===== src/rtl/pspf_pkg.sv =====
// Shared constants and types of the particle sensor frame parser.
`timescale 1ns / 1ps

package pspf_pkg;

  localparam int FrameLen    = 24;
  localparam int PosW        = $clog2(FrameLen);
  localparam int ChkHiPos    = FrameLen - 2;
  localparam int LastPos     = FrameLen - 1;
  localparam int ReadFirst   = 4;
  localparam int NumReadings = 6;
  localparam int ReadBytes   = 2 * NumReadings;
  localparam int ReadLast    = ReadFirst + ReadBytes - 1;
  localparam int RdIdxW      = $clog2(ReadBytes);

  localparam logic [7:0] HdrFirst  = 8'h42;
  localparam logic [7:0] HdrSecond = 8'h4d;

  typedef enum logic [1:0] {
    StPending  = 2'd0,
    StValid    = 2'd1,
    StMismatch = 2'd2
  } status_e;

  typedef struct packed {
    status_e                          status;
    logic [NumReadings-1:0][15:0]     pm;
  } result_t;

endpackage


===== src/rtl/pspf_parser.sv =====
// Input byte register, header hunt, byte sum and frame checking.
`timescale 1ns / 1ps

module pspf_parser (
  input  logic              clk_i,
  input  logic              rst_ni,
  input  logic              in_valid_i,
  output logic              in_stall_o,
  input  logic [7:0]        rx_byte_i,
  output logic              res_valid_o,
  input  logic              res_stall_i,
  output pspf_pkg::result_t res_o
);

  logic                      byte_vld_q, byte_vld_d;
  logic [7:0]                byte_q;
  logic [pspf_pkg::PosW-1:0] pos_q, pos_d;
  logic [15:0]               sum_q, sum_d;
  logic [7:0]                chk_hi_q;
  logic [7:0]                rd_q [pspf_pkg::ReadBytes];
  logic                      consume;
  logic                      in_rd_range;
  logic [pspf_pkg::PosW-1:0] rd_off;
  logic [15:0]               sum_add;
  logic [15:0]               check;

  assign consume    = byte_vld_q && !res_stall_i;
  assign in_stall_o = byte_vld_q && res_stall_i;

  assign byte_vld_d = in_stall_o ? byte_vld_q : in_valid_i;

  always_ff @(posedge clk_i or negedge rst_ni) begin
    if (!rst_ni) begin
      byte_vld_q <= 1'b0;
      pos_q      <= '0;
      sum_q      <= '0;
    end else begin
      byte_vld_q <= byte_vld_d;
      if (consume) begin
        pos_q <= pos_d;
        sum_q <= sum_d;
      end
    end
  end

  always_ff @(posedge clk_i) begin
    if (in_valid_i && !in_stall_o) begin
      byte_q <= rx_byte_i;
    end
  end

  assign rd_off      = pos_q - pspf_pkg::PosW'(pspf_pkg::ReadFirst);
  assign in_rd_range = (pos_q >= pspf_pkg::PosW'(pspf_pkg::ReadFirst)) &&
                       (pos_q <= pspf_pkg::PosW'(pspf_pkg::ReadLast));

  // Keep only the reading bytes and the checksum high byte.
  always_ff @(posedge clk_i) begin
    if (consume && in_rd_range) begin
      rd_q[rd_off[pspf_pkg::RdIdxW-1:0]] <= byte_q;
    end
    if (consume && pos_q == pspf_pkg::PosW'(pspf_pkg::ChkHiPos)) begin
      chk_hi_q <= byte_q;
    end
  end

  assign sum_add = sum_q + {8'h00, byte_q};
  assign check   = {chk_hi_q, byte_q};

  // Next position and sum.
  always_comb begin
    pos_d = pos_q;
    sum_d = sum_q;
    if (pos_q == '0) begin
      if (byte_q == pspf_pkg::HdrFirst) begin
        pos_d = pspf_pkg::PosW'(1);
        sum_d = {8'h00, byte_q};
      end
    end else if (pos_q == pspf_pkg::PosW'(1)) begin
      // drop back to the hunt without re-testing this byte
      if (byte_q == pspf_pkg::HdrSecond) begin
        pos_d = pspf_pkg::PosW'(2);
        sum_d = sum_add;
      end else begin
        pos_d = '0;
      end
    end else if ({1'b0, pos_q} >= (pspf_pkg::PosW + 1)'(pspf_pkg::FrameLen)) begin
      pos_d = '0;
    end else begin
      if (pos_q < pspf_pkg::PosW'(pspf_pkg::ChkHiPos)) begin
        sum_d = sum_add;
      end
      if (pos_q == pspf_pkg::PosW'(pspf_pkg::LastPos)) begin
        pos_d = '0;
      end else begin
        pos_d = pos_q + pspf_pkg::PosW'(1);
      end
    end
  end

  // Result of the byte being consumed.
  always_comb begin
    res_o.status = pspf_pkg::StPending;
    res_o.pm     = '0;
    if (pos_q == pspf_pkg::PosW'(pspf_pkg::LastPos)) begin
      if (check == sum_q) begin
        res_o.status = pspf_pkg::StValid;
        for (int k = 0; k < pspf_pkg::NumReadings; k++) begin
          res_o.pm[k] = {rd_q[2*k], rd_q[2*k+1]};
        end
      end else begin
        res_o.status = pspf_pkg::StMismatch;
      end
    end
  end

  assign res_valid_o = byte_vld_q;

  a_pos_in_frame: assert property (@(posedge clk_i) disable iff (!rst_ni)
    {1'b0, pos_q} < (pspf_pkg::PosW + 1)'(pspf_pkg::FrameLen))
    else $error("frame position out of range");

  a_done_at_end: assert property (@(posedge clk_i) disable iff (!rst_ni)
    res_valid_o && res_o.status != pspf_pkg::StPending
      |-> pos_q == pspf_pkg::PosW'(pspf_pkg::LastPos))
    else $error("frame status reported before last byte");

  a_hunt_holds: assert property (@(posedge clk_i) disable iff (!rst_ni)
    consume && pos_q == '0 && byte_q != pspf_pkg::HdrFirst |=> pos_q == '0)
    else $error("hunt left without header byte");

  a_restart_after_end: assert property (@(posedge clk_i) disable iff (!rst_ni)
    consume && pos_q == pspf_pkg::PosW'(pspf_pkg::LastPos) |=> pos_q == '0)
    else $error("position not cleared after frame end");

endmodule


===== src/rtl/pspf_out_reg.sv =====
// Result register that drives the output channel.
`timescale 1ns / 1ps

module pspf_out_reg (
  input  logic              clk_i,
  input  logic              rst_ni,
  input  logic              res_valid_i,
  output logic              res_stall_o,
  input  pspf_pkg::result_t res_i,
  output logic              out_valid_o,
  input  logic              out_stall_i,
  output pspf_pkg::result_t out_o
);

  logic              out_vld_q;
  pspf_pkg::result_t out_q;
  logic              load;

  assign res_stall_o = out_vld_q && out_stall_i;
  assign load        = res_valid_i && !res_stall_o;

  always_ff @(posedge clk_i or negedge rst_ni) begin
    if (!rst_ni) begin
      out_vld_q <= 1'b0;
    end else if (!res_stall_o) begin
      out_vld_q <= res_valid_i;
    end
  end

  always_ff @(posedge clk_i) begin
    if (load) begin
      out_q <= res_i;
    end
  end

  assign out_valid_o = out_vld_q;
  assign out_o       = out_q;

  a_pm_zero_unless_valid: assert property (@(posedge clk_i) disable iff (!rst_ni)
    out_vld_q && out_q.status != pspf_pkg::StValid |-> out_q.pm == '0)
    else $error("readings nonzero on a frame without valid status");

  a_load_follows: assert property (@(posedge clk_i) disable iff (!rst_ni)
    load |=> out_vld_q && out_q == $past(res_i))
    else $error("result register missed a request");

endmodule


===== src/rtl/particle_sensor_frame_parser.sv =====
// Top level of the particle sensor serial frame parser.
//
// Input channel: one received serial byte per request on rx_byte_i, taken
// at a clock edge with in_valid_i high and in_stall_o low.
// Output channel: one status request per input byte. status_o is pending
// (0) for every byte but the last of a frame, then valid frame (1) or
// checksum mismatch (2). The six readings are nonzero only on a valid frame.
// The result of an accepted byte is formed from the input register and
// registered in the result register, which drives out_valid_o.
// Throughput: one byte per cycle unless the receiver stalls; each byte passes
// the input register, the header/count/sum logic and the result register, and
// the running byte sum keeps that logic to one 16-bit add and compare.
// Reset clears the frame position, the sum and both valid flags; the parser
// starts in the header hunt.
// When the receiver stalls a waiting result, the result register holds and
// in_stall_o rises in the same cycle if the input register holds a byte;
// if it is empty, one more byte is taken into it first.
`timescale 1ns / 1ps

module particle_sensor_frame_parser (
  input  logic        clk_i,
  input  logic        rst_ni,
  input  logic        in_valid_i,
  output logic        in_stall_o,
  input  logic [7:0]  rx_byte_i,
  output logic        out_valid_o,
  input  logic        out_stall_i,
  output logic [1:0]  status_o,
  output logic [15:0] pm1_std_o,
  output logic [15:0] pm25_std_o,
  output logic [15:0] pm10_std_o,
  output logic [15:0] pm1_atm_o,
  output logic [15:0] pm25_atm_o,
  output logic [15:0] pm10_atm_o
);

  logic              res_valid;
  logic              res_stall;
  pspf_pkg::result_t res;
  pspf_pkg::result_t out;

  pspf_parser u_parser (
    .clk_i       (clk_i),
    .rst_ni      (rst_ni),
    .in_valid_i  (in_valid_i),
    .in_stall_o  (in_stall_o),
    .rx_byte_i   (rx_byte_i),
    .res_valid_o (res_valid),
    .res_stall_i (res_stall),
    .res_o       (res)
  );

  pspf_out_reg u_out_reg (
    .clk_i       (clk_i),
    .rst_ni      (rst_ni),
    .res_valid_i (res_valid),
    .res_stall_o (res_stall),
    .res_i       (res),
    .out_valid_o (out_valid_o),
    .out_stall_i (out_stall_i),
    .out_o       (out)
  );

  assign status_o   = out.status;
  assign pm1_std_o  = out.pm[0];
  assign pm25_std_o = out.pm[1];
  assign pm10_std_o = out.pm[2];
  assign pm1_atm_o  = out.pm[3];
  assign pm25_atm_o = out.pm[4];
  assign pm10_atm_o = out.pm[5];

endmodule


===== config.mk =====
export PLATFORM = sky130hd
export DESIGN_NAME = particle_sensor_frame_parser
export DESIGN_NICKNAME = d
export VERILOG_FILES = /design/src/rtl/pspf_pkg.sv /design/src/rtl/pspf_parser.sv /design/src/rtl/pspf_out_reg.sv /design/src/rtl/particle_sensor_frame_parser.sv
export SDC_FILE = /design/constraint.sdc
export NUM_CORES = 1
export LEC_CHECK = 0
export ABC_AREA = 1
export ABC_CLOCK_PERIOD_IN_PS = 8900
export BUFFER_PORTS_ARGS = -buffer_cell sky130_fd_sc_hd__buf_4
export CAP_MARGIN = 10
export CORE_ASPECT_RATIO = 0.9
export CORE_UTILIZATION = 50
export CTS_CLUSTER_DIAMETER = 100
export DETAILED_ROUTE_END_ITERATION = 16
export PLACE_DENSITY_LB_ADDON = 0.05
export SLEW_MARGIN = 0
export SYNTH_ARGS = -nofsm -noshare
export SYNTH_HDL_FRONTEND = slang
export SYNTH_SLANG_ARGS = --single-unit

===== constraint.sdc =====
create_clock -name clk_i -period 8.9 [get_ports clk_i]
set_clock_uncertainty 0.1 [all_clocks]
set_input_delay 1.335 -clock clk_i [delete_from_list [all_inputs] [get_ports clk_i]]
set_output_delay 1.335 -clock clk_i [all_outputs]
set_load 0.02 [all_outputs]

; ---- Word-level counts from Yosys, hierarchy flattened
; Memories as Yosys holds them, arrays and structs flattened. A register that Yosys moved wholly into a read port is not among the register bits.
; Cells that the tools add are included.
[op_classes]
n_addsub = 3
magnitude_cmp = 4
n_eq_ne = 9
muxes = 15
reduce_logical = 26
[ops]
columns = cell, n
row1 = 16-bit two-way mux, 6
row2 = 5-bit two-way mux, 5
row3 = 16-bit by 8-bit adder with 16-bit output, 1
row4 = 16-bit == test, 1
row5 = "8-bit by 7-bit == test with 1-bit output, second input constant", 2
row6 = 1-bit zero test, 14
row7 = "5-bit == test, second input constant", 2
row8 = 1-bit logical AND, 7
row9 = "5-bit by 1-bit adder with 5-bit output, second input constant", 1
row10 = "5-bit by 1-bit == test with 1-bit output, second input constant", 1
row11 = "5-bit by 3-bit >= comparator with 1-bit output, second input constant", 1
row12 = "5-bit >= comparator, second input constant", 1
row13 = "5-bit by 4-bit less-or-equal comparator with 1-bit output, second input constant", 1
row14 = 5-bit zero test, 1
row15 = "5-bit < comparator, second input constant", 1
row16 = 5-bit AND reduction, 1
row17 = 2-bit two-way mux, 2
row18 = 2-bit AND reduction, 2
row19 = "4-bit by 3-bit subtractor with 4-bit output, second input constant", 1
row20 = "3-bit by 1-bit != test with 1-bit output, second input constant", 1
row21 = "3-bit by 2-bit != test with 1-bit output, second input constant", 1
row22 = 3-bit nonzero test, 1
row23 = 1-bit two-way mux, 2
row24 = "2-bit != test, second input constant", 1
[word_totals]
register_bits = 41
ramBits = 96
word_cells = 65
mem_count = 1
[memory_table]
columns = memory, depth, width, read_ports, rd_ports_with_merged_regs, write_ports, line_no
row1 = u_parser.rd_q, 12, 8, 12, 12, 1, pspf_parser.sv:20  ; logic [7:0] rd_q [pspf_pkg::ReadBytes];

; ---- Longest topological paths before layout
[depth]
word_depth = 6
mapped_depth = 11

; ---- Cells and area by module
; A second synthesis with hierarchy kept.
[unflattened]
cells_unflattened = 764
hier_area_um2 = 9277.6
[modules_own_cells]
columns = module, instances, cells_each, area_each_um2, seq_area_each_um2
row1 = pspf_parser, 1, 660, 6289.8, 3913.8
row2 = pspf_out_reg, 1, 104, 2987.9, 2967.8

; ---- Worst setup path before layout
; OpenSTA, ideal clock, no wires.
[synth_timing]
kind = input -> register
from = input port out_stall_i
to = memory u_parser.rd_q[10][0], enable pin
setup_ns = 0.383
arrival_ns = 7.355
required_ns = 8.417
slack_ns = 1.061
stages = 6
n_path_buf = 1
cell_sequence = nand2_1 -> inv_1 -> nor2_1 -> o211ai_1 -> clkbuf_1 -> nor3_1
[synth_via]
elab_chain_cells = 6
[synth_rtl]
columns = item, line_no
row1 = "start, declared", particle_sensor_frame_parser.sv:27  ; input logic out_stall_i,
row2 = 1-bit logical AND, pspf_out_reg.sv:19  ; assign res_stall_o = out_vld_q && out_stall_i;
row3 = 1-bit zero test, n/a
row4 = 1-bit logical AND, n/a
row5 = net u_out_reg.load, pspf_out_reg.sv:17  ; logic load;
row6 = 1-bit logical AND, pspf_parser.sv:58  ; if (consume && in_rd_range) begin
row7 = 1-bit two-way mux, pspf_parser.sv:58
row8 = 1-bit two-way mux (not written as such), pspf_parser.sv:59  ; rd_q[rd_off[pspf_pkg::RdIdxW-1:0]] <= byte_q;
row9 = "end, declared", pspf_parser.sv:20
; The timed path passes the listed nets, and every way through them passes these cells.

; ---- Worst setup path in the final report
[layout_timing]
from = input port out_stall_i
to = memory u_parser.rd_q[4][7], enable pin
; Same word-level chain as after synthesis.

==> metrics.txt <==
outcome=complete, no violations; # hold bufs at CTS=0; Initial Utilization=52.0%; synth warn=0; drt first pass iters=5; global route total overflow=0; CP max stage cell=nor3_1; final setup margin=5.24 ns; Fin Setup TNS=0 ns; cells after synthesis=758; Die ar.=19200 um^2; Arrival @ worst endpoint=3.68 ns; clock-pin slew on the worst setup and hold paths=0.06 ns; CTS resizes=0; max-slew violations=0; Yosys top cell by area=edfxtp_1; clk sinks=233; critical path class=input port to flop; vias in the first global route=5645; sequential-to-total area share from yosys stat=73.9%; H-tree level count=1; Syn Area/Cell=12.3 um^2; IO Port Bufs=111; Commonest cells post-synth=210 x edfxtp_1, 150 x inv_1, 118 x nor2_1; area growth from synthesis to layout=19.8%; Buf+Inv Stages, Crit Path=3; antenna violations before repair=0; Critical Path Max Stage Delay=1.01 ns; Filler cells=1401; Worst path most repeated cell=buf_4; row count=46; TritonCTS clock tree=built; Max Fclk=273 MHz; DIE HEIGHT=131 um; Cells after DPL=1102; post-synth cell types=33; Setup Fix Bufs, Post-CTS=0; critical-path maximum fanout=41; CP endpoint kind=flop; final hold slack=0.396 ns; Detailed Place HPWL=11.6 mm; CTS buffer count=24; Critical Path RT=8.92 ns; CTS Buffer Depth=3; CORE AREA=17900 um^2; Starting DRT DRC Count=419; most frequent cell after synthesis=edfxtp_1; Leakage=4.85 nW; first-pass GRT wire length=28.8 mm; Vias/cell=4.89; fin crit period=3.66 ns; drt total wl=17.8 mm; Worst-Margin Slew=1.11 ns; Non-Filler Instances=1147; Post-synth top flop=edfxtp_1; Antenna Nets Post-Route=0; MaxCap Viol Count=0; CP Launch Type=input port; Final nets=915; routability congestion estimate from global placement=0.858; drt drc=0; Die X=146 um; post-synth net total=784; final setup fails=0; top cell type's share of synthesized area=67.7%; Place WS=4.66 ns; fin crit share=41.1%; Final Hold Fails=0; n_diodes=0; Worst Hold Class=flop to flop; share of synthesized registers carrying an async set or reset=9.87%; Synth area leaders=edfxtp_1 68%, dfrtp_1 6.2%, inv_1 6.0%; Max-Slew Margin vs Limit=25.7%; synthesis-stage register bit count=233; Post-Syn Area=9310 um^2; CP top delay family=simple AND/OR/NAND/NOR gates; layout cells sized above 1=20.6%; Pwr per Cell Area=256 nW/um^2; Post-synth EDFFs=210; RSZ-0062 raised after global routing=false; insertion delay to the later sink of the worst-skew pair=0.51 ns; via count=5606; Avg WL per Cell=15.6 um; Critical Path, Cell by Cell=buf_4 > nand2_1 > inv_1 > nor2_4 > buf_4 > o211ai_1 > nor3_1; clock root cell=clkbuf_16; GRT Total Usage=19.2%; Peak VDD IR=0.177 mV; largest net degree at the start of global routing=98; I/O Pins=112
[layout make-up]
class                      count  area, um^2  area share (%)
inverter                     153         574            5.15
clock inverter                13         101           0.909
multi-input combinational    356        1750            15.7
sequential                   233        6880            61.7
timing repair buffer         121         906            8.12
clock buffer                  31         637            5.71
tap                          240         300            2.69
[worst reg2reg max path: cells and delay by family, from the launching register on]
family,cells,cell delay [ns]
and+or+nand+nor,3,1.19
AOI/OAI and AO/OA,1,0.56
buffers and inverters,2,0.52
DFF,1,0.39
[power breakdown]
part	switching [W]	total [W]	internal, W
Clock	0.000393	0.000928	0.000536
Combinational	0.000373	0.000556	0.000183
Sequential	0.0000692	0.00137	0.00130
Total	0.000835	0.00285	0.00202
[state kept, by name, indices dropped and copies added (netlist names)]
signal and count:
u_out_reg.out_o 98, u_out_reg.out_valid_o 1, u_parser.byte_q 8, u_parser.chk_hi_q 8, u_parser.pos_q 5, u_parser.rd_q 96
u_parser.res_valid_o 1, u_parser.sum_q 16
[routing by layer]
layer / routed length, um / vias to the layer above / global-route usage (%)
met4: 395 / 0 / 5.79
met3: 872 / 30 / 2.88
met5: 0 / - / 0
li1: - / 2730 / -
met2: 8490 / 148 / 32.0
met1: 8090 / 2698 / 26.1
[layout by cell type, fill, tap and decap left out, types with 2 or more instances in the layout]
cell       Yosys  routed
nand3_2        2       2
nor2_1       118     117
ha_1          13      13
xnor2_1        4       4
o211ai_1       5       5
nand3_1       34      34
a21oi_1       14      14
o21ai_0        5       5
clkbuf_16      0      24
clkinv_1       0       5
dfrtp_1       23      23
clkinv_2       0       4
edfxtp_1     210     210
buf_4          0     120
clkbuf_1       2       6
nor3_1        12      12
or2_2          5       5
nor2_2        16      16
o21ai_1        2       2
inv_2          3       3
nand4_1        5       5
nand2_1      108     108
inv_1        150     150
nor2_4         2       3
[path summary, 6_finish.rpt]
path                                       startpoint              endpoint  slack, ns  cells after the start
worst max-delay path                      out_stall_i   u_parser.rd_q[4][7]       5.24                      7
worst min-delay path                u_parser.sum_q[6]     u_parser.sum_q[6]       0.40                      2
worst max register to register  u_out_reg.out_valid_o   u_parser.rd_q[4][7]       5.76                      6
worst min register to register      u_parser.sum_q[6]     u_parser.sum_q[6]       0.40                      2
max in group asynchronous                      rst_ni     u_parser.sum_q[2]       7.82                      1
min in group asynchronous                      rst_ni  u_parser.res_valid_o       0.63                      1
[kinds of logic after synthesis]
logic type | synth area share, %
fa+ha+maj | 1.96
simple gates | 14.5
compound gates | 1.75
buf+inv | 7.47
xor+xnor | 0.376
flops | 73.9
[metrics by stage]
step	utilization [%]	cell area [um^2]	total power, W
finish	62.3	11200	0.00285
global route	62.3	11200	0.00299
CTS	62.3	11100	0.00287
detailed placement	58.1	10400	0.00194
global placement	58.1	10400	0.00193
floorplan	-	9310	0.00178
No activity file was read; power rests on OpenSTA's default activity.
